==> config.mk <==
export PLATFORM = sky130hd
export DESIGN_NAME = vsd_regs
export DESIGN_NICKNAME = d
export VERILOG_FILES = /design/src/rtl/vsd_pkg.sv /design/src/rtl/vsd_regs.sv
export SDC_FILE = /design/constraint.sdc
export NUM_CORES = 1
export LEC_CHECK = 0
export BUFFER_PORTS_ARGS = -buffer_cell sky130_fd_sc_hd__buf_2
export CAP_MARGIN = 10
export CORE_ASPECT_RATIO = 1.75
export CORE_MARGIN = 1
export CORE_UTILIZATION = 45
export CTS_CLUSTER_SIZE = 25
export DETAILED_ROUTE_END_ITERATION = 7
export PLACE_DENSITY_LB_ADDON = 0.25
export RECOVER_POWER = 100
export SYNTH_ARGS = -nofsm -noshare
export SYNTH_HDL_FRONTEND = slang
export SYNTH_SLANG_ARGS = --single-unit
export TNS_END_PERCENT = 20
==> constraint.sdc <==
create_clock -name clk -period 1.4 [get_ports clk]
set_input_delay 0.28 -clock clk [delete_from_list [all_inputs] [get_ports clk]]
set_output_delay 0.28 -clock clk [all_outputs]
set_load 0.01 [all_outputs]
==> src/rtl/vsd_pkg.sv <==
// Shared types and constants of the dithered vertical scaler.
// Holds the register map, the configuration struct and the datapath widths.
// No dependencies.
package vsd_pkg;

  localparam int NUM_TAPS     = 8;
  localparam int SAMPLE_W     = 16;
  localparam int COEFF_W      = 16;
  localparam int PROD_W       = SAMPLE_W + COEFF_W;
  localparam int PAIR_W       = PROD_W + 1;
  localparam int QUAD_W       = PROD_W + 2;
  localparam int ACC_W        = PROD_W + 4;
  localparam int COLUMN_W     = 12;
  localparam int PHASE_W      = 3;
  localparam int DITHER_W     = 8;
  localparam int DITHER_SHIFT = 12;
  localparam int DTERM_W      = DITHER_W + DITHER_SHIFT;
  localparam int OUT_SHIFT    = 19;
  localparam int PIXEL_W      = 8;
  localparam int TAPCNT_W     = 4;
  localparam int DATA_W       = 64;
  localparam int ADDR_W       = 6;
  localparam int REGIDX_W     = 3;

  // Register indexes; byte address is 8 times the index.
  localparam logic [REGIDX_W-1:0] REG_TAP_COUNT      = 3'd0;
  localparam logic [REGIDX_W-1:0] REG_COEFFS_LOW     = 3'd1;
  localparam logic [REGIDX_W-1:0] REG_COEFFS_HIGH    = 3'd2;
  localparam logic [REGIDX_W-1:0] REG_DITHER_PATTERN = 3'd3;
  localparam logic [REGIDX_W-1:0] REG_DITHER_OFFSET  = 3'd4;

  localparam logic [TAPCNT_W-1:0] TAP_COUNT_RESET   = 4'd1;
  localparam logic [DATA_W-1:0]   COEFFS_LOW_RESET  = 64'd4096;

  typedef logic signed [SAMPLE_W-1:0] sample_t;
  typedef logic signed [PROD_W-1:0]   prod_t;
  typedef logic [NUM_TAPS-1:0][SAMPLE_W-1:0] sample_vec_t;
  typedef logic [NUM_TAPS-1:0][PROD_W-1:0]   prod_vec_t;

  typedef struct packed {
    logic [TAPCNT_W-1:0] tap_count;
    logic [DATA_W-1:0]   coeffs_low;
    logic [DATA_W-1:0]   coeffs_high;
    logic [DATA_W-1:0]   dither_pattern;
    logic [PHASE_W-1:0]  dither_offset;
  } cfg_t;

endpackage

==> src/rtl/vsd_regs.sv <==
// Configuration register file of the dithered vertical scaler.
// APB-style write and read access; depends on vsd_pkg.
module vsd_regs (
  input  logic                      clk,
  input  logic                      rst_n,
  input  logic                      psel,
  input  logic                      penable,
  input  logic                      pwrite,
  input  logic [vsd_pkg::ADDR_W-1:0] paddr,
  input  logic [vsd_pkg::DATA_W-1:0] pwdata,
  output logic [vsd_pkg::DATA_W-1:0] prdata,
  output logic                      pready,
  output vsd_pkg::cfg_t             cfg
);
  import vsd_pkg::*;

  cfg_t                cfg_r;
  logic                wr_en;
  logic [REGIDX_W-1:0] reg_idx;

  assign pready  = 1'b1;
  assign reg_idx = paddr[ADDR_W-1:ADDR_W-REGIDX_W];
  assign wr_en   = psel && penable && pwrite;
  assign cfg     = cfg_r;

  always_ff @(posedge clk) begin
    if (!rst_n) begin
      cfg_r.tap_count      <= TAP_COUNT_RESET;
      cfg_r.coeffs_low     <= COEFFS_LOW_RESET;
      cfg_r.coeffs_high    <= '0;
      cfg_r.dither_pattern <= '0;
      cfg_r.dither_offset  <= '0;
    end else if (wr_en) begin
      unique case (reg_idx)
        REG_TAP_COUNT:      cfg_r.tap_count      <= pwdata[TAPCNT_W-1:0];
        REG_COEFFS_LOW:     cfg_r.coeffs_low     <= pwdata;
        REG_COEFFS_HIGH:    cfg_r.coeffs_high    <= pwdata;
        REG_DITHER_PATTERN: cfg_r.dither_pattern <= pwdata;
        REG_DITHER_OFFSET:  cfg_r.dither_offset  <= pwdata[PHASE_W-1:0];
        default: ;
      endcase
    end
  end

  always_comb begin
    unique case (reg_idx)
      REG_TAP_COUNT:      prdata = {{(DATA_W-TAPCNT_W){1'b0}}, cfg_r.tap_count};
      REG_COEFFS_LOW:     prdata = cfg_r.coeffs_low;
      REG_COEFFS_HIGH:    prdata = cfg_r.coeffs_high;
      REG_DITHER_PATTERN: prdata = cfg_r.dither_pattern;
      REG_DITHER_OFFSET:  prdata = {{(DATA_W-PHASE_W){1'b0}}, cfg_r.dither_offset};
      default:            prdata = '0;
    endcase
  end

endmodule

# Yosys cells after proc, flatten, opt, wreduce, memory -nomap -nowiden
# Index checks and enable logic that the tools add are counted.
# totals
regBits	199
input_bits	75
out_inout_bits	264
elab_cells	18
# classes
eq_ne	4
mux	1
n_reduce_logical	8
# ops
cell	count
64-bit one-hot mux with 5 select lines	1
2-bit AND reduction	5
3-bit by 2-bit equality test with 1-bit output (second input constant)	2
3-bit by 1-bit equality test with 1-bit output (second input constant)	1
3-bit equality test (second input constant)	1
3-bit logical NOT	1
1-bit logical AND	2

# Longest topological paths before layout
# depth
ltp_word	3
depth_mapped	6
depth_no_buf	3

# Least setup slack after synthesis
# OpenSTA, ideal clock, no wires.
# synth_timing
path_type	input -> output
from	in paddr[3] in the netlist's numbering
to	out prdata[30] in the netlist's numbering
arrival_ns	1.202
t_required_ns	1.120
path_slack_ns	-0.082
stages	5
path_buffers	2
path_cell_list	buf_2 -> buf_2 -> mux2_2 -> a22oi_1 -> nor2_1
# synth_via
elab_chain_cells	2
elab_cells_between_ends	6
classes_between	eq/ne: 4; mux: 1; reduce/logical: 1
# synth_lines
element	line_no	source
start: declaration	vsd_regs.sv:9	input logic [vsd_pkg::ADDR_W-1:0] paddr,
3-bit equality test, or another cell as far along	vsd_regs.sv:46	unique case (reg_idx)
64-bit one-hot mux with 5 select lines (*)	vsd_regs.sv:46	
end: declaration	vsd_regs.sv:11	output logic [vsd_pkg::DATA_W-1:0] prdata,
# Every way passes the cells marked *; elsewhere a longest branch is shown, timed or not.

# Worst setup path after layout
# layout_timing
from	reg cfg_r (netlist bit cfg[6])
to	out prdata[3] in the netlist's numbering
# layout_via
elab_chain_cells	1
# layout_lines
element	line_no	source
start: declaration	vsd_regs.sv:17	cfg_t cfg_r;
64-bit one-hot mux with 5 select lines	vsd_regs.sv:46	
# Every way passes these cells.

==> parameters.txt <==
Parameter                              Value

Placement
  Placement-stage cell area ... 0.0114 sq mm
  Post-Place Setup Slack ... -0.313 ns
  DP HPWL ... between 15000 and 20000 um
  # port buffers ... between 300 and 400
  Global placer's final weighted congestion ... a little over 0.8

Setup path
  Critical Path Max Stage Delay ... around 0.47 ns
  Crit Path Class ... reg -> out
  Slowest stage cell on the critical path ... mux4_2
  Largest delay contributor family on the critical path ... multiplexers
  Data arrival time at the worst-slack endpoint ... between 1 and 1.5 ns
  Critical path capture point type ... output port
  Element type at the critical path start ... flip-flop
  Critical path data required time ... 1.12 ns
  Critical path fanouts, max ... 2
  Series of cell instances along the critical path ... mux4_2, nor2b_4, buf_6
  Worst Path Buf+Inv ... 1

Routing
  Antenna-violating nets left ... 0
  Number of vias per cell after detailed routing ... around 5.3
  Detailed Route Iter0 Violations ... roughly 300
  Average routed wire per standard cell ... between 15 and 20 um
  Final routed wirelength across all metal layers ... around 29000 um
  Number of remaining DRC errors ... 0
  Number of detailed-route iterations in the first pass ... 4
  Via count ... 8354

Final layout
  Share of final-layout standard cells stronger than drive strength 1 ... 0.374
  Most frequent cells in the layout ... nand2_1 (262), buf_2 (201), mux2i_1 (198), dfxtp_1 (159), clkbuf_1 (134)
  # fillers ... 1747
  Syn-to-layout area delta ... 37.2%
  Most common cell after layout, fill and taps aside ... nand2_1
  Number of nets at the end of the flow ... between 1000 and 1500
  Post-route cell area ... roughly 0.013 sq mm
  Largest register FFs ... 199

Power
  Part of the power in the clock network ... 0.419
  Peak supply drop ... 1.13 mV
  Post-layout power ... ~12000 uW
  Sw frac ... 0.235
  Part of the power in registers ... 0.492
  Switching power ... approximately 2700 uW
  Pleak ... about 0.005 uW
  Total internal power ... slightly below 9000 uW
  Power per unit of standard cell area ... ~930 mW/mm^2
  Portion of total power attributed to combinational logic ... 0.090

Synth
  Number of synthesized flops with an enable pin ... 0
  Post-synthesis net count ... 1026
  Cell type with the largest total area after synthesis ... dfxtp_1
  Seq cells post-synth ... ~200
  Warnings from Yosys ... 0
  Post-synthesis instance area ... 0.00915 sq mm
  Top cells by area in the synthesized netlist ... dfxtp_1 (44%), mux2i_1 (22%), nand2_1 (11%)
  Avg Inst Size Synth ... between 9 and 10 sq um
  Most used flip-flop cell after synthesis ... dfxtp_1
  Post-synthesis async set-or-reset flop share ... 0
  Syn Inst Count ... about 950
  Area share of the largest cell type after synthesis ... 0.436
  Post-synth cell types ... 26
  Sequential area share after synthesis ... 0.436

Floorplan
  Die extent in y ... roughly 190 um
  # rows ... just under 70
  Initial standard-cell utilization of the core ... 0.461
  Horizontal extent of the die ... ~110 um
  Core outline area ... between 0.015 and 0.02 sq mm
  Die Area ... 0.0209 sq mm
  I/O pin count ... 339

Timing
  Number of failing hold endpoints at the final stage ... 0
  Max Fclk ... between 500 and 600 MHz
  Setup-violating endpoint count in the final report ... 97
  Worst path setup slack after routing ... -0.371 ns
  Min cycle time layout ... roughly 1.8 ns
  Final period utilization ... 1.27
  Layout Skew ... 0 ns
  Setup repair after global routing missed its margin ... yes
  Final slew viol count ... 0

Outcome
  Run status ... complete, but fails checks
  Violations in the final reports ... setup timing

Clocking
  Clock tree buffer depth ... 2
  Clock latency of the later-clocked register in the worst-skew pair ... roughly 0.43 ns
  Clock-pin slew reported for the worst setup and hold paths after clock tree synthesis ... ~0.070 ns
  Number of sinks on the clock net ... about 200
  Clock tree from TritonCTS ... yes
  Total clock buffers created by CTS ... 17
  H-Tree Depth ... 4
  Clock root buffer ... clkbuf_16
  # hold bufs at CTS ... 0

GRT
  Via count of the first global-routing pass ... between 7000 and 8000
  Pin count of the biggest net entering global routing ... 58
  Final global-route overflow total ... 0
  Antenna violations before repair ... 1
  Global-route wire length before repair ... ~41000 um
  Global-route usage over all layers ... 0.261

Worst hold path
  Type of the worst min-delay path ... in -> reg

Flow run
  Max-cap viol count ... 0
cell families (layout without fill, tap and decap cells):
logic type	Yosys count	in the layout	synth area share
simple gates	336	336	0.145
mux	262	262	0.297
flops	199	199	0.436
buf+inv	82	468	0.0644
compound gates	71	71	0.0579
other cells	1	2	0.000410
metal layers:
metal  GRT usage  share of wire  vias to the layer above
met5           0              0                        -
met4       0.126          0.035                        0
met3      0.0468          0.043                       63
met2       0.480           0.54                      300
met1       0.280           0.39                     3999
li1            -              -                     3992
what timing repair did:
item / 4_1_cts / 5_1_grt
pin swaps: 8 / 14
gates cloned: 5 / 2
hold endpoints to repair: 0 / 0
setup endpoints to repair: 64 / 64
gates resized for setup: 101 / 78
buffers inserted: 8 / 14
synth_stat cells, types with 2 or more instances:
| library cell | count |
|---|---|
| dfxtp_1 | 199 |
| buf_1 | 7 |
| nand2_1 | 262 |
| mux2_2 | 63 |
| mux2i_1 | 198 |
| nor2b_1 | 6 |
| buf_12 | 6 |
| buf_8 | 12 |
| nor2_1 | 61 |
| buf_4 | 2 |
| a22oi_1 | 66 |
| buf_6 | 3 |
| clkbuf_1 | 36 |
| o22ai_1 | 3 |
| buf_2 | 15 |
| nor3b_2 | 2 |
cell type report:
class / instances / area [sq um] / share of cell area
diodes: 1 / 2.50 / 0.000199
clock buffers: 21 / 470 / 0.0375
clock inverters: 11 / 123 / 0.00977
inverters: 1 / 3.75 / 0.000299
multi-input cells: 670 / 4900 / 0.391
flip-flops and latches: 199 / 4030 / 0.321
well taps: 245 / 307 / 0.0244
repair buffers: 435 / 2700 / 0.215
stage by stage:
stage / setup TNS (ns) / hold slack [ns] / utilization / std cells
final: -17.72 / 0.123 / 0.633 / 1583
after global routing: -25.28 / 0.130 / 0.633 / 1583
after CTS: -16.40 / 0.104 / 0.629 / 1567
after detailed placement: -52.47 / 0.461 / 0.576 / 1522
after global placement: -47.51 / 0.454 / 0.576 / 1522
after floorplan: 0 / 0.445 / - / 951
power by group through the flow:
stage          combinational [uW]  clock [uW]  sequential (uW)
6_report                     1050        4880             5740
5_1_grt                      1110        5190             5740
4_1_cts                       991        4970             5740
3_5_place_dp                  887           0             5860
3_3_place_gp                  877           0             5860
2_1_floorplan                 491           0             5880
worst paths after layout:
| path | cells past startpoint | slack [ns] | from | endpoint |
|---|---|---|---|---|
| setup / recovery | 3 | -0.37 | cfg[6]$_SDFFE_PN0P_ | prdata[3] |
| hold / removal | 3 | 0.12 | pwdata[12] | cfg[143]$_SDFFE_PN1P_ |
| setup reg to reg | 3 | 0.66 | cfg[69]$_SDFFE_PN0P_ | cfg[69]$_SDFFE_PN0P_ |
| hold reg to reg | 2 | 0.46 | cfg[34]$_SDFFE_PN0P_ | cfg[34]$_SDFFE_PN0P_ |
tightest hold or removal path, delay by kind of cell:
kind	cells	cell delay, ns
multiplexers	1	0.11
buffers and inverters	1	0.09
AND/OR/NAND/NOR	1	0.04
(Power assumes the default switching activity.)
