==> src/rtl/vsd_pkg.sv <==
// Shared types and constants of the dithered vertical scaler.
// Holds the register map, the configuration struct and the datapath widths.
// No dependencies.
package vsd_pkg;

  localparam int NUM_TAPS     = 8;
  localparam int SAMPLE_W     = 16;
  localparam int COEFF_W      = 16;
  localparam int PROD_W       = SAMPLE_W + COEFF_W;
  localparam int PAIR_W       = PROD_W + 1;
  localparam int QUAD_W       = PROD_W + 2;
  localparam int ACC_W        = PROD_W + 4;
  localparam int COLUMN_W     = 12;
  localparam int PHASE_W      = 3;
  localparam int DITHER_W     = 8;
  localparam int DITHER_SHIFT = 12;
  localparam int DTERM_W      = DITHER_W + DITHER_SHIFT;
  localparam int OUT_SHIFT    = 19;
  localparam int PIXEL_W      = 8;
  localparam int TAPCNT_W     = 4;
  localparam int DATA_W       = 64;
  localparam int ADDR_W       = 6;
  localparam int REGIDX_W     = 3;

  // Register indexes; byte address is 8 times the index.
  localparam logic [REGIDX_W-1:0] REG_TAP_COUNT      = 3'd0;
  localparam logic [REGIDX_W-1:0] REG_COEFFS_LOW     = 3'd1;
  localparam logic [REGIDX_W-1:0] REG_COEFFS_HIGH    = 3'd2;
  localparam logic [REGIDX_W-1:0] REG_DITHER_PATTERN = 3'd3;
  localparam logic [REGIDX_W-1:0] REG_DITHER_OFFSET  = 3'd4;

  localparam logic [TAPCNT_W-1:0] TAP_COUNT_RESET   = 4'd1;
  localparam logic [DATA_W-1:0]   COEFFS_LOW_RESET  = 64'd4096;

  typedef logic signed [SAMPLE_W-1:0] sample_t;
  typedef logic signed [PROD_W-1:0]   prod_t;
  typedef logic [NUM_TAPS-1:0][SAMPLE_W-1:0] sample_vec_t;
  typedef logic [NUM_TAPS-1:0][PROD_W-1:0]   prod_vec_t;

  typedef struct packed {
    logic [TAPCNT_W-1:0] tap_count;
    logic [DATA_W-1:0]   coeffs_low;
    logic [DATA_W-1:0]   coeffs_high;
    logic [DATA_W-1:0]   dither_pattern;
    logic [PHASE_W-1:0]  dither_offset;
  } cfg_t;

endpackage

==> src/rtl/vsd_sum.sv <==
// Registered adder tree with final shift and clip to an 8-bit pixel.
// Depends on vsd_pkg.
module vsd_sum (
  input  logic                         clk,
  input  logic                         rst_n,
  input  logic                         prod_valid,
  input  vsd_pkg::prod_vec_t           prod,
  input  logic [vsd_pkg::DTERM_W-1:0]  dterm,
  output logic                         out_valid,
  output logic [vsd_pkg::PIXEL_W-1:0]  out_pixel
);
  import vsd_pkg::*;

  logic                             pair_valid_r;
  logic signed [PAIR_W-1:0]         pair_r [NUM_TAPS/2];
  logic [DTERM_W-1:0]               dterm_r;
  logic                             quad_valid_r;
  logic signed [QUAD_W-1:0]         quad_lo_r;
  logic signed [QUAD_W:0]           quad_hi_r;
  logic                             out_valid_r;
  logic [PIXEL_W-1:0]               pixel_r;
  logic [PIXEL_W-1:0]               pixel_nxt;
  logic signed [ACC_W-1:0]          total;

  // Final sum and clip: negative gives 0, anything at or above 256 << 19 gives 255.
  assign total = ACC_W'(quad_lo_r) + ACC_W'(quad_hi_r);

  always_comb begin
    if (total[ACC_W-1]) begin
      pixel_nxt = '0;
    end else if (|total[ACC_W-2:OUT_SHIFT+PIXEL_W]) begin
      pixel_nxt = '1;
    end else begin
      pixel_nxt = total[OUT_SHIFT +: PIXEL_W];
    end
  end

  always_ff @(posedge clk) begin
    if (!rst_n) begin
      pair_valid_r <= 1'b0;
      quad_valid_r <= 1'b0;
      out_valid_r  <= 1'b0;
    end else begin
      pair_valid_r <= prod_valid;
      quad_valid_r <= pair_valid_r;
      out_valid_r  <= quad_valid_r;
    end
  end

  always_ff @(posedge clk) begin
    for (int k = 0; k < NUM_TAPS/2; k++) begin
      pair_r[k] <= PAIR_W'($signed(prod[2*k])) + PAIR_W'($signed(prod[2*k+1]));
    end
    dterm_r   <= dterm;
    quad_lo_r <= QUAD_W'(pair_r[0]) + QUAD_W'(pair_r[1]);
    quad_hi_r <= (QUAD_W+1)'(pair_r[2]) + (QUAD_W+1)'(pair_r[3])
               + $signed({{(QUAD_W+1-DTERM_W){1'b0}}, dterm_r});
    pixel_r   <= pixel_nxt;
  end

  assign out_valid = out_valid_r;
  assign out_pixel = pixel_r;

endmodule

==> config.mk <==
export PLATFORM = sky130hd
export DESIGN_NAME = vsd_sum
export DESIGN_NICKNAME = d
export VERILOG_FILES = /design/src/rtl/vsd_pkg.sv /design/src/rtl/vsd_sum.sv
export SDC_FILE = /design/constraint.sdc
export NUM_CORES = 1
export LEC_CHECK = 0
export CORE_MARGIN = 2
export CORE_UTILIZATION = 55
export DETAILED_ROUTE_END_ITERATION = 16
export DONT_BUFFER_PORTS = 1
export HOLD_SLACK_MARGIN = 0.02
export PLACE_DENSITY = 0.66
export SLEW_MARGIN = 20
export SYNTH_ARGS = -nofsm -noshare
export SYNTH_HDL_FRONTEND = slang
export SYNTH_SLANG_ARGS = --single-unit
==> constraint.sdc <==
create_clock -name clk -period 4.3 [get_ports clk]
set_input_delay 0.43 -clock clk [delete_from_list [all_inputs] [get_ports clk]]
set_output_delay 0.43 -clock clk [all_outputs]
set_load 0.03 [all_outputs]
Word-level counts from Yosys, hierarchy flattened
Memories as Yosys holds them, arrays and structs flattened.
Cells that the tools add are included.
{ "word_totals": {"in_bits": 279, "regBits": 100, "ramBits": 132, "memories": 1, "out_inout_bits": 9, "word_cells": 18} }
{ "mem_list": {"columns": ["memory", "words", "width", "rd", "rd_ports_with_merged_regs", "wr", "line", "text"], "rows": [
  ["pair_r", 4, 33, 4, 0, 4, "vsd_sum.sv:15", "logic signed [PAIR_W-1:0] pair_r [NUM_TAPS/2];"]
]} }
{ "classes": {"addsub": 8, "reduce_logical": 1, "muxes": 1} }
{ "op_table": {"columns": ["cell", "count"], "rows": [
  ["adder 32 x 32 -> 33 bit", 4],
  ["adder 33 x 33 -> 34 bit", 2],
  ["adder 34 x 35 -> 36 bit", 1],
  ["adder 34 x 21 -> 35 bit", 1],
  ["2-to-1 mux 8 bit", 1],
  ["OR reduction 8 bit", 1]
]} }

Longest topological paths before layout
Gate-level depths: netlist (run 1).
{ "depth": {"word_depth": 3, "mapped_depth": 15} }

Worst setup path before layout (run 1)
No wires, ideal clock.
{ "synth_path": {"path_kind": "reg2reg", "startpoint": "register dterm_r[1]", "endpoint": "register quad_hi_r[33]", "stages_incl_launch_ff": 14, "t_arrival_ns": 2.821, "setup_time_ns": 0.123, "synth_period_minus_slack_ns": 2.945, "path_slack_ns": 1.355, "path_buffers": 0, "path_cell_list": "dfxtp_1 fa_1 ha_1 inv_1 fa_1 nor2b_1 o31a_1 o21a_1 a21boi_1 o211ai_1 a31oi_1 o31ai_1 a21oi_1 xor2_1"} }
{ "synth_via": {"elab_chain_cells": 1} }
{ "synth_lines": {"columns": ["item", "line", "text"], "rows": [
  ["from (decl)", "vsd_sum.sv:16", "logic [DTERM_W-1:0] dterm_r;"],
  ["from (signal assigned)", "vsd_sum.sv:54", "dterm_r <= dterm;"],
  ["adder 34 x 21 -> 35 bit", "vsd_sum.sv:57", "+ $signed({{(QUAD_W+1-DTERM_W){1'b0}}, dterm_r});"],
  ["to (signal assigned)", "vsd_sum.sv:56", "quad_hi_r <= (QUAD_W+1)'(pair_r[2]) + (QUAD_W+1)'(pair_r[3])"],
  ["to (decl)", "vsd_sum.sv:19", "logic signed [QUAD_W:0] quad_hi_r;"]
]} }
Every way passes these cells.
A chain may end at the register's enable or synchronous reset.

==> results of run 1 <==
[power by group]
part           internal (uW)  total [uW]  switching, uW
combinational           2660        6180           3520
sequential              2870        3310            448
clock                   1440        2350            910
[state kept, by name, summed over array words and instances (netlist names)]
name,cells
pair_valid_r,1
quad_lo_r,34
dterm_r,20
quad_valid_r,1
out_pixel,8
out_valid,1
quad_hi_r,35
pair_r,132
[layer usage]
metal,up-vias,GRT usage,share of wire,routed length [um]
met5,-,0,0,0
met4,0,0.0378,0.013,466
met3,40,0.0335,0.055,2030
met2,338,0.376,0.45,16500
met1,6142,0.329,0.48,17600
li1,6705,-,-,-
[cells by family after synthesis]
family                   Yosys count  synth area share
adder cells (fa/ha/maj)          267             0.220
AO/OA/AOI/OAI                    570             0.236
flip-flops                       232             0.288
XOR/XNOR                         164            0.0892
AND/OR/NAND/NOR                  469             0.144
buffers and inverters             82            0.0192
multiplexers                       6           0.00373
[worst reg2reg max path: cells and delay by family (launching register included)]
| family | cells | cell delay (ns) |
|---|---|---|
| DFF | 1 | 0.32 |
| adders and majority gates | 2 | 0.83 |
| AOI/OAI and AO/OA | 8 | 2.04 |
| xor gates and xnor gates | 1 | 0.14 |
[area by class of cell]
cell class,instances,area [um^2]
clock buffers,26,629
clock inverters,20,279
fillers,2553,11100
inverters,72,270
multi-input cells,1476,11200
flip-flops and latches,232,4640
well taps,384,480
repair buffers,26,255
[through the flow]
stage	total power [uW]	setup WS (ns)	cells
after global placement	9360	0.900	2166
final	11800	0.739	2236
after floorplan	8030	1.36	1790
after global routing	12800	0.535	2236
after detailed placement	9440	0.857	2166
after CTS	11900	0.857	2236
[worst paths after layout]
check | cells after the start | to | start | slack [ns]
min | 1 | quad_valid_r$_SDFF_PN0_ | rst_n | 0.04
max reg2reg | 11 | quad_hi_r[30]$_DFF_P_ | dterm_r[7]$_DFF_P_ | 0.87
min reg2reg | 1 | out_valid$_SDFF_PN0_ | quad_valid_r$_SDFF_PN0_ | 0.44
max | 14 | pair_r[3][28]$_DFF_P_ | prod[224] | 0.74
[cell usage in the layout, fill, tap and decap left out, drive strengths merged, types with 19 or more instances in the layout]
cell	Yosys	final
dfxtp	232	232
a31oi	19	19
o21ai	100	100
nor3	49	49
a21o	70	70
dlygate4sd3	0	24
clkbuf	10	26
fa	26	26
inv	72	76
xor2	48	48
nand3	46	46
o21a	39	39
nor2	129	129
a211oi	29	29
ha	241	241
nand2	105	105
xnor2	116	116
a21oi	175	175
nor2b	25	25
nand2b	28	28
[repair_timing]
| item | 4_1_cts | 5_1_grt |
|---|---|---|
| setup buffers | 0 | 0 |
| hold buffers | 24 | 0 |
| endpoints found under the hold margin | 24 | 0 |
==> impl_results.md, run 1 <==
- Static leakage power: 0.00779 uW
- Count of input and output buffers: 0
- Number of failing hold endpoints at the final stage: 0
- Setup skew after layout: 0.0112 ns
- Number of global-route vias before repair: roughly 12000
- Register bit total from synthesis: roughly 230
- Highest-delay cell along the critical path: sky130_fd_sc_hd__nor4b_1
- Most common library cells after synthesis: sky130_fd_sc_hd__ha_1 (241), sky130_fd_sc_hd__dfxtp_1 (232), sky130_fd_sc_hd__a21oi_1 (174)
- Post-synthesis instance total: between 1500 and 2000
- Most instantiated flip-flop cell in the synthesis netlist: sky130_fd_sc_hd__dfxtp_1
- Critical Path Fanout Max: 4
- DRT iter0 DRCs: approximately 760
- Total overflow reported by the global router: 0
- Area growth from synthesis to layout: 9.97%
- Fraction of layout cells with a size suffix above 1: 0.0437
- Wire length of the first global-routing pass: approximately 60000 um
- Combined global-route utilization of all metal layers: 0.231
- YS warnings: 0
- Net count of the mapped netlist: between 2000 and 2500
- Tightest Hold Check Type: in -> reg
- Share of Yosys cell area claimed by the top area cell type: 0.288
- Most repeated cell in the gate-level netlist after synthesis: sky130_fd_sc_hd__ha_1
- Buffers and inverters on the worst path: 3
- Post-route DRC violation count: 0
- Setup repair after global routing missed its margin: false
- Vertical die dimension: ~180 um
- Number of diodes: 0
- Horizontal die dimension: 175 um
- Summed negative setup slack over all endpoints: 0 ns
- Unique cell type count in the Yosys netlist: 82
- Standard cell core area: between 20000 and 30000 um^2
- TritonCTS clock tree: done
- Post-route clock period utilization: 0.828
- Post-CTS clock slew at the launch and capture registers of the worst setup and hold paths: around 0.06 ns
- Sequential cell area fraction in the yosys report: 0.288
- Slew @ Worst Pin: 0.966 ns
- Arr. time, crit path: 3.97 ns
- Length of the first detailed-routing pass in iterations: 5
- Cell type group with the largest total delay on the critical path: compound AO/OA/AOI/OAI gates
- CP cell instances: dlygate4sd3_1 > ha_1 > inv_1 > fa_1 > nor2b_1 > o21a_1 > o21ai_0 > a211oi_1 > nor4b_1 > o31ai_1 > buf_4 > o21ai_0 > nand2_1 > xor2_1
- Later-pin clock latency in the skew report: between 0.5 and 0.6 ns
- Number of synthesized flops with an enable pin: 0
- Outcome: complete, no violations
- Initial antenna violation count: 0
- Largest incremental delay on the critical path: approximately 0.62 ns
- Maximum number of pins on one net before global-route repair: 16
- Final layout net count: 2379
- Count of nets left with antenna violations after detail routing: 0
- Cell seen most often among critical-path stages: sky130_fd_sc_hd__o21ai_0
- Number of max-capacitance violations reported: 0
- Upper clock frequency limit: between 200 and 300 MHz
- Number of gates resized after cts: 0
- Final setup violation count: 0
- Worst Hold Slack: roughly 0.036 ns
- Site Rows: slightly above 60
- Clock root buffer: sky130_fd_sc_hd__clkbuf_16
- Min cycle time layout: about 3.6 ns
- Cell area reported after detailed placement: roughly 17000 um^2
- Initial core utilization: 0.560
- Fraction of registers with async set or reset after synthesis: 0
- Maximum buffer depth of the clock tree: 3
- Final standard cell area without fillers: around 18000 um^2
- Number of H-tree levels: 1
- DP Wirelength: about 30000 um
- Via/cell ratio: approximately 5.9
- Library cell with the largest summed area after synthesis: sky130_fd_sc_hd__dfxtp_1
- Final Routed Wirelength: 36600 um
- Clock net sink count: about 230
- Power Density: between 600 and 700 nW/um^2
- Clock buffers created by TritonCTS: 25
- CP Class: in -> reg
- Per-cell routed wire length: around 16 um
- Post-layout util: 0.615
- Highest ir drop seen on vdd: 383 uV
- Relative slew slack: 0.340
- Final count of pins violating max slew: 0
- Mean area per synthesized cell: approximately 9 um^2
- Placer's final routability congestion estimate: 0.890
- Area enclosed by the die boundary: 30700 um^2
- # IOs: about 290
- Critical path launch point type: primary input
- Nature of the critical path endpoint: register
- Area contributors post-synth: sky130_fd_sc_hd__dfxtp_1 (29%), sky130_fd_sc_hd__ha_1 (19%), sky130_fd_sc_hd__xnor2_1 (6.3%)
- Detailed-route via count: ~13000
- Synth Cell Area: 16100 um^2
- Data required time of the worst path: 4.71 ns
Power figures use the tool's default switching activity.
==> run 2: changes to the inputs <==
- ABC_AREA: not set -> 1
- clock period: 4.3 -> 3.6 ns (I/O delays scaled with it)
==> run 2 against run 1 <==
Final area up 15%; setup slack worse by 0.092 ns; sequential cell count unchanged; global-route usage up 7.7 points; count of clock-buffer cells in the layout rose by 7; area after synthesis rose by 15%; register-to-register slack got worse by 0.22 ns; final cell count grew 42%; total power rose by 39%; via count grew 31%; clock skew rose by 0.0046 ns; hold slack better by 0.083 ns; largest power group unchanged.
==> impl_results.md, run 2 <==
- Static leakage power: roughly 0.010 uW
- Clock buffers created by TritonCTS: 25
- Placer's final routability congestion estimate: 0.986
- DRT iter0 DRCs: between 1000 and 1500
- Number of max-capacitance violations reported: 0
- Combinational family with the most area after synthesis: simple AND/OR/NAND/NOR gates
- Number of failing hold endpoints at the final stage: 0
- Setup slack of the worst register-to-register path: 0.65 ns
- Number of gates resized after cts: 0
- Number of synthesized flops with an enable pin: 0
- Startpoint of the most critical register-to-register path: dterm_r[1]$_DFF_P_
- Site Rows: 67
- Arr. time, crit path: about 3.4 ns
- Cell area reported after detailed placement: around 19000 um^2
- Nature of the critical path endpoint: register
- Clock root buffer: sky130_fd_sc_hd__clkbuf_16
- Xor/xnor cell area share of the yosys netlist: 0.0904
- Number of cells traversed by the worst hold path: 2
- Multiplexer fraction of the synthesized cell area: 0
- Count of input and output buffers: 0
- Via/cell ratio: approximately 5.5
- Post-route DRC violation count: 0
- Maximum number of pins on one net before global-route repair: 15
- Mean area per synthesized cell: about 7.0 um^2
- # IOs: approximately 290
- Area contributors post-synth: sky130_fd_sc_hd__dfxtp_1 (25%), sky130_fd_sc_hd__ha_1 (16%), sky130_fd_sc_hd__nand2_1 (13%)
- Number of global-route vias before repair: roughly 17000
- Largest incremental delay on the critical path: ~0.54 ns
- Number of H-tree levels: 1
- Fraction of layout cells with a size suffix above 1: 0.0212
- Min-Delay Endpoint: pair_r[1][3]$_DFF_P_
- Number of flip-flops in the largest register: approximately 130
- Highest-delay cell along the critical path: sky130_fd_sc_hd__fa_1
- Net count of the mapped netlist: roughly 3200
- Final layout net count: around 3300
- Upper clock frequency limit: about 340 MHz
- Share of Yosys cell area claimed by the top area cell type: 0.251
- Fraction of registers with async set or reset after synthesis: 0
- Area fraction in compound gates after synthesis: 0.148
- Later-pin clock latency in the skew report: between 0.5 and 0.6 ns
- Highest-count cells in the layout ignoring fill and taps: sky130_fd_sc_hd__nand2_1 (632), sky130_fd_sc_hd__inv_1 (377), sky130_fd_sc_hd__nor2_1 (248)
- Worst reg2reg endpoint: quad_hi_r[33]$_DFF_P_
- Cell type group with the largest total delay on the critical path: adder cells
- Synth Cell Area: 18500 um^2
- Worst Hold Slack: ~0.12 ns
- Final count of pins violating max slew: 0
- YS warnings: 0
- Unique cell type count in the Yosys netlist: 40
- Standard cell core area: 33400 um^2
- Buffers and inverters on the worst path: 2
- Area enclosed by the die boundary: ~35000 um^2
- Area share of and/or/nand/nor cells after synthesis: 0.242
- Sequential cell area fraction in the yosys report: 0.251
- FILL cells: 3211
- Largest registers: pair_r: 132 flops, quad_hi_r: 35 flops, quad_lo_r: 34 flops
- Most common cell after layout, fill and taps aside: sky130_fd_sc_hd__nand2_1
- Most common library cells after synthesis: sky130_fd_sc_hd__nand2_1 (632), sky130_fd_sc_hd__inv_1 (377), sky130_fd_sc_hd__nor2_1 (248)
- Highest ir drop seen on vdd: roughly 460 uV
- Hold_sp: prod[99]
- Post-CTS clock slew at the launch and capture registers of the worst setup and hold paths: 0.06 ns
- Maximum buffer depth of the clock tree: 3
- Data required time of the worst path: ~4 ns
- Post-synthesis instance total: about 2700
- Most repeated cell in the gate-level netlist after synthesis: sky130_fd_sc_hd__nand2_1
- Area growth from synthesis to layout: 9.90%
- Length of the first detailed-routing pass in iterations: 5
- Per-cell routed wire length: 17.3 um
- Final setup violation count: 0
- Critical Path Fanout Max: 4
- Wire length of the first global-routing pass: around 87000 um
- Tightest Hold Check Type: in -> reg
- Reg2reg path depth: 12
- Final standard cell area without fillers: 20300 um^2
- Outcome: complete, no violations
- Most instantiated flip-flop cell in the synthesis netlist: sky130_fd_sc_hd__dfxtp_1
- Setup repair after global routing missed its margin: false
- DP Wirelength: ~47000 um
- TritonCTS clock tree: done
- Crit. path cell count: 12
- Initial antenna violation count: 2
- Combined global-route utilization of all metal layers: 0.308
- Setup skew after layout: 0.0158 ns
- CP cell instances: fa_1 > ha_1 > inv_1 > fa_1 > o21ai_0 > nand2_1 > o211ai_1 > a21oi_1 > inv_1 > nand3_1 > nand2_1 > xor2_1
- Post-synthesis share of cell area spent on full adders, half adders and majority gates: 0.191
- Register ranked first by flip-flop count: pair_r
- Vertical die dimension: approximately 190 um
- Initial core utilization: 0.554
- Final Routed Wirelength: about 55000 um
- Horizontal die dimension: about 190 um
- Register bit total from synthesis: 232
- Slew @ Worst Pin: between 0.8 and 0.9 ns
- CP Class: reg -> reg
- Relative slew slack: 0.411
- Total overflow reported by the global router: 0
- Critical path launch point type: register
- Min cycle time layout: roughly 3.0 ns
- Library cell with the largest summed area after synthesis: sky130_fd_sc_hd__dfxtp_1
- Post-route clock period utilization: 0.820
- Power Density: 807 nW/um^2
- Summed negative setup slack over all endpoints: 0 ns
- Clock net sink count: approximately 230
- Detailed-route via count: approximately 17000
- Count of nets left with antenna violations after detail routing: 0
## run 2: cell types whose count changed in the layout (fill, tap and decap cells not counted), moves of 28 or more
| cell | before | now |
|---|---|---|
| sky130_fd_sc_hd__xnor2_1 | 116 | 51 |
| sky130_fd_sc_hd__nand2_1 | 104 | 632 |
| sky130_fd_sc_hd__o21a_1 | 39 | 5 |
| sky130_fd_sc_hd__inv_1 | 72 | 377 |
| sky130_fd_sc_hd__nor2_1 | 129 | 248 |
| sky130_fd_sc_hd__a21oi_1 | 174 | 244 |
| sky130_fd_sc_hd__xor2_1 | 48 | 140 |
| sky130_fd_sc_hd__nand2b_1 | 28 | 0 |
| sky130_fd_sc_hd__nand3_1 | 46 | 116 |
## run 2: power by group
part / leakage (uW) / total, uW / internal [uW] / switching (uW)
Clock: 0.000473 / 2970 / 1890 / 1070
Combinational: 0.00799 / 9450 / 3330 / 6120
Sequential: 0.00196 / 3990 / 3460 / 531
Total: 0.0104 / 16400 / 8690 / 7720
## run 2: what timing repair did
item | in CTS | in global routing
buffers inserted | 0 | 0
hold endpoints to repair | 27 | 0
hold buffers | 30 | 0
## run 2: worst reg2reg max path: stages, from the launching register on
cell and delay (ns):
sky130_fd_sc_hd__dfxtp_1 0.31, sky130_fd_sc_hd__fa_1 0.54, sky130_fd_sc_hd__ha_1 0.25, sky130_fd_sc_hd__inv_1 0.08
sky130_fd_sc_hd__fa_1 0.41, sky130_fd_sc_hd__o21ai_0 0.36, sky130_fd_sc_hd__nand2_1 0.10, sky130_fd_sc_hd__o211ai_1 0.25
sky130_fd_sc_hd__a21oi_1 0.18, sky130_fd_sc_hd__inv_1 0.11, sky130_fd_sc_hd__nand3_1 0.07, sky130_fd_sc_hd__nand2_1 0.10
sky130_fd_sc_hd__xor2_1 0.14
## run 2: logic make-up after synthesis
group                      after synthesis
and+or+nand+nor                       1100
xor gates and xnor gates               191
DFF                                    232
adders and majority gates              267
buffers and inverters                  381
AOI/OAI and AO/OA                      485
## run 2: area by class of cell
| type | count | area [um^2] | share of cell area |
|---|---|---|---|
| multi-input cells | 2043 | 12400 | 0.611 |
| flip-flops and latches | 232 | 4640 | 0.228 |
| inverters | 378 | 1420 | 0.0698 |
| clock buffers | 33 | 706 | 0.0347 |
| well taps | 448 | 561 | 0.0276 |
| repair buffers | 31 | 308 | 0.0151 |
| clock inverters | 13 | 269 | 0.0132 |
| diodes | 1 | 2.50 | 0.000123 |
## run 2: per-layer routing
metal	global-route usage	share of wire	up-vias	routed length (um)
met5	0	0	-	0
met4	0.0806	0.027	0	1480
met3	0.0364	0.064	108	3530
met2	0.530	0.46	585	25000
met1	0.409	0.45	7836	24900
li1	-	-	8851	-
## run 2: how the worst max path moves through the flow
stage	start	to
2_1_floorplan	dterm_r[1]$_DFF_P_	quad_hi_r[33]$_DFF_P_
3_3_place_gp	dterm_r[1]$_DFF_P_	quad_hi_r[33]$_DFF_P_
3_5_place_dp	dterm_r[1]$_DFF_P_	quad_hi_r[33]$_DFF_P_
4_1_cts	dterm_r[1]$_DFF_P_	quad_hi_r[33]$_DFF_P_
5_1_grt	dterm_r[0]$_DFF_P_	quad_hi_r[33]$_DFF_P_
6_report	dterm_r[1]$_DFF_P_	quad_hi_r[33]$_DFF_P_
## run 2: metrics by stage
step                cells  utilization  total power [uW]  setup slack, ns
finish               3179        0.609             16400            0.647
global route         3179        0.609             17900            0.412
global placement     3102        0.571             13300            0.719
detailed placement   3102        0.571             13300            0.693
CTS                  3178        0.609             16400            0.670
floorplan            2656            -             10800             1.07
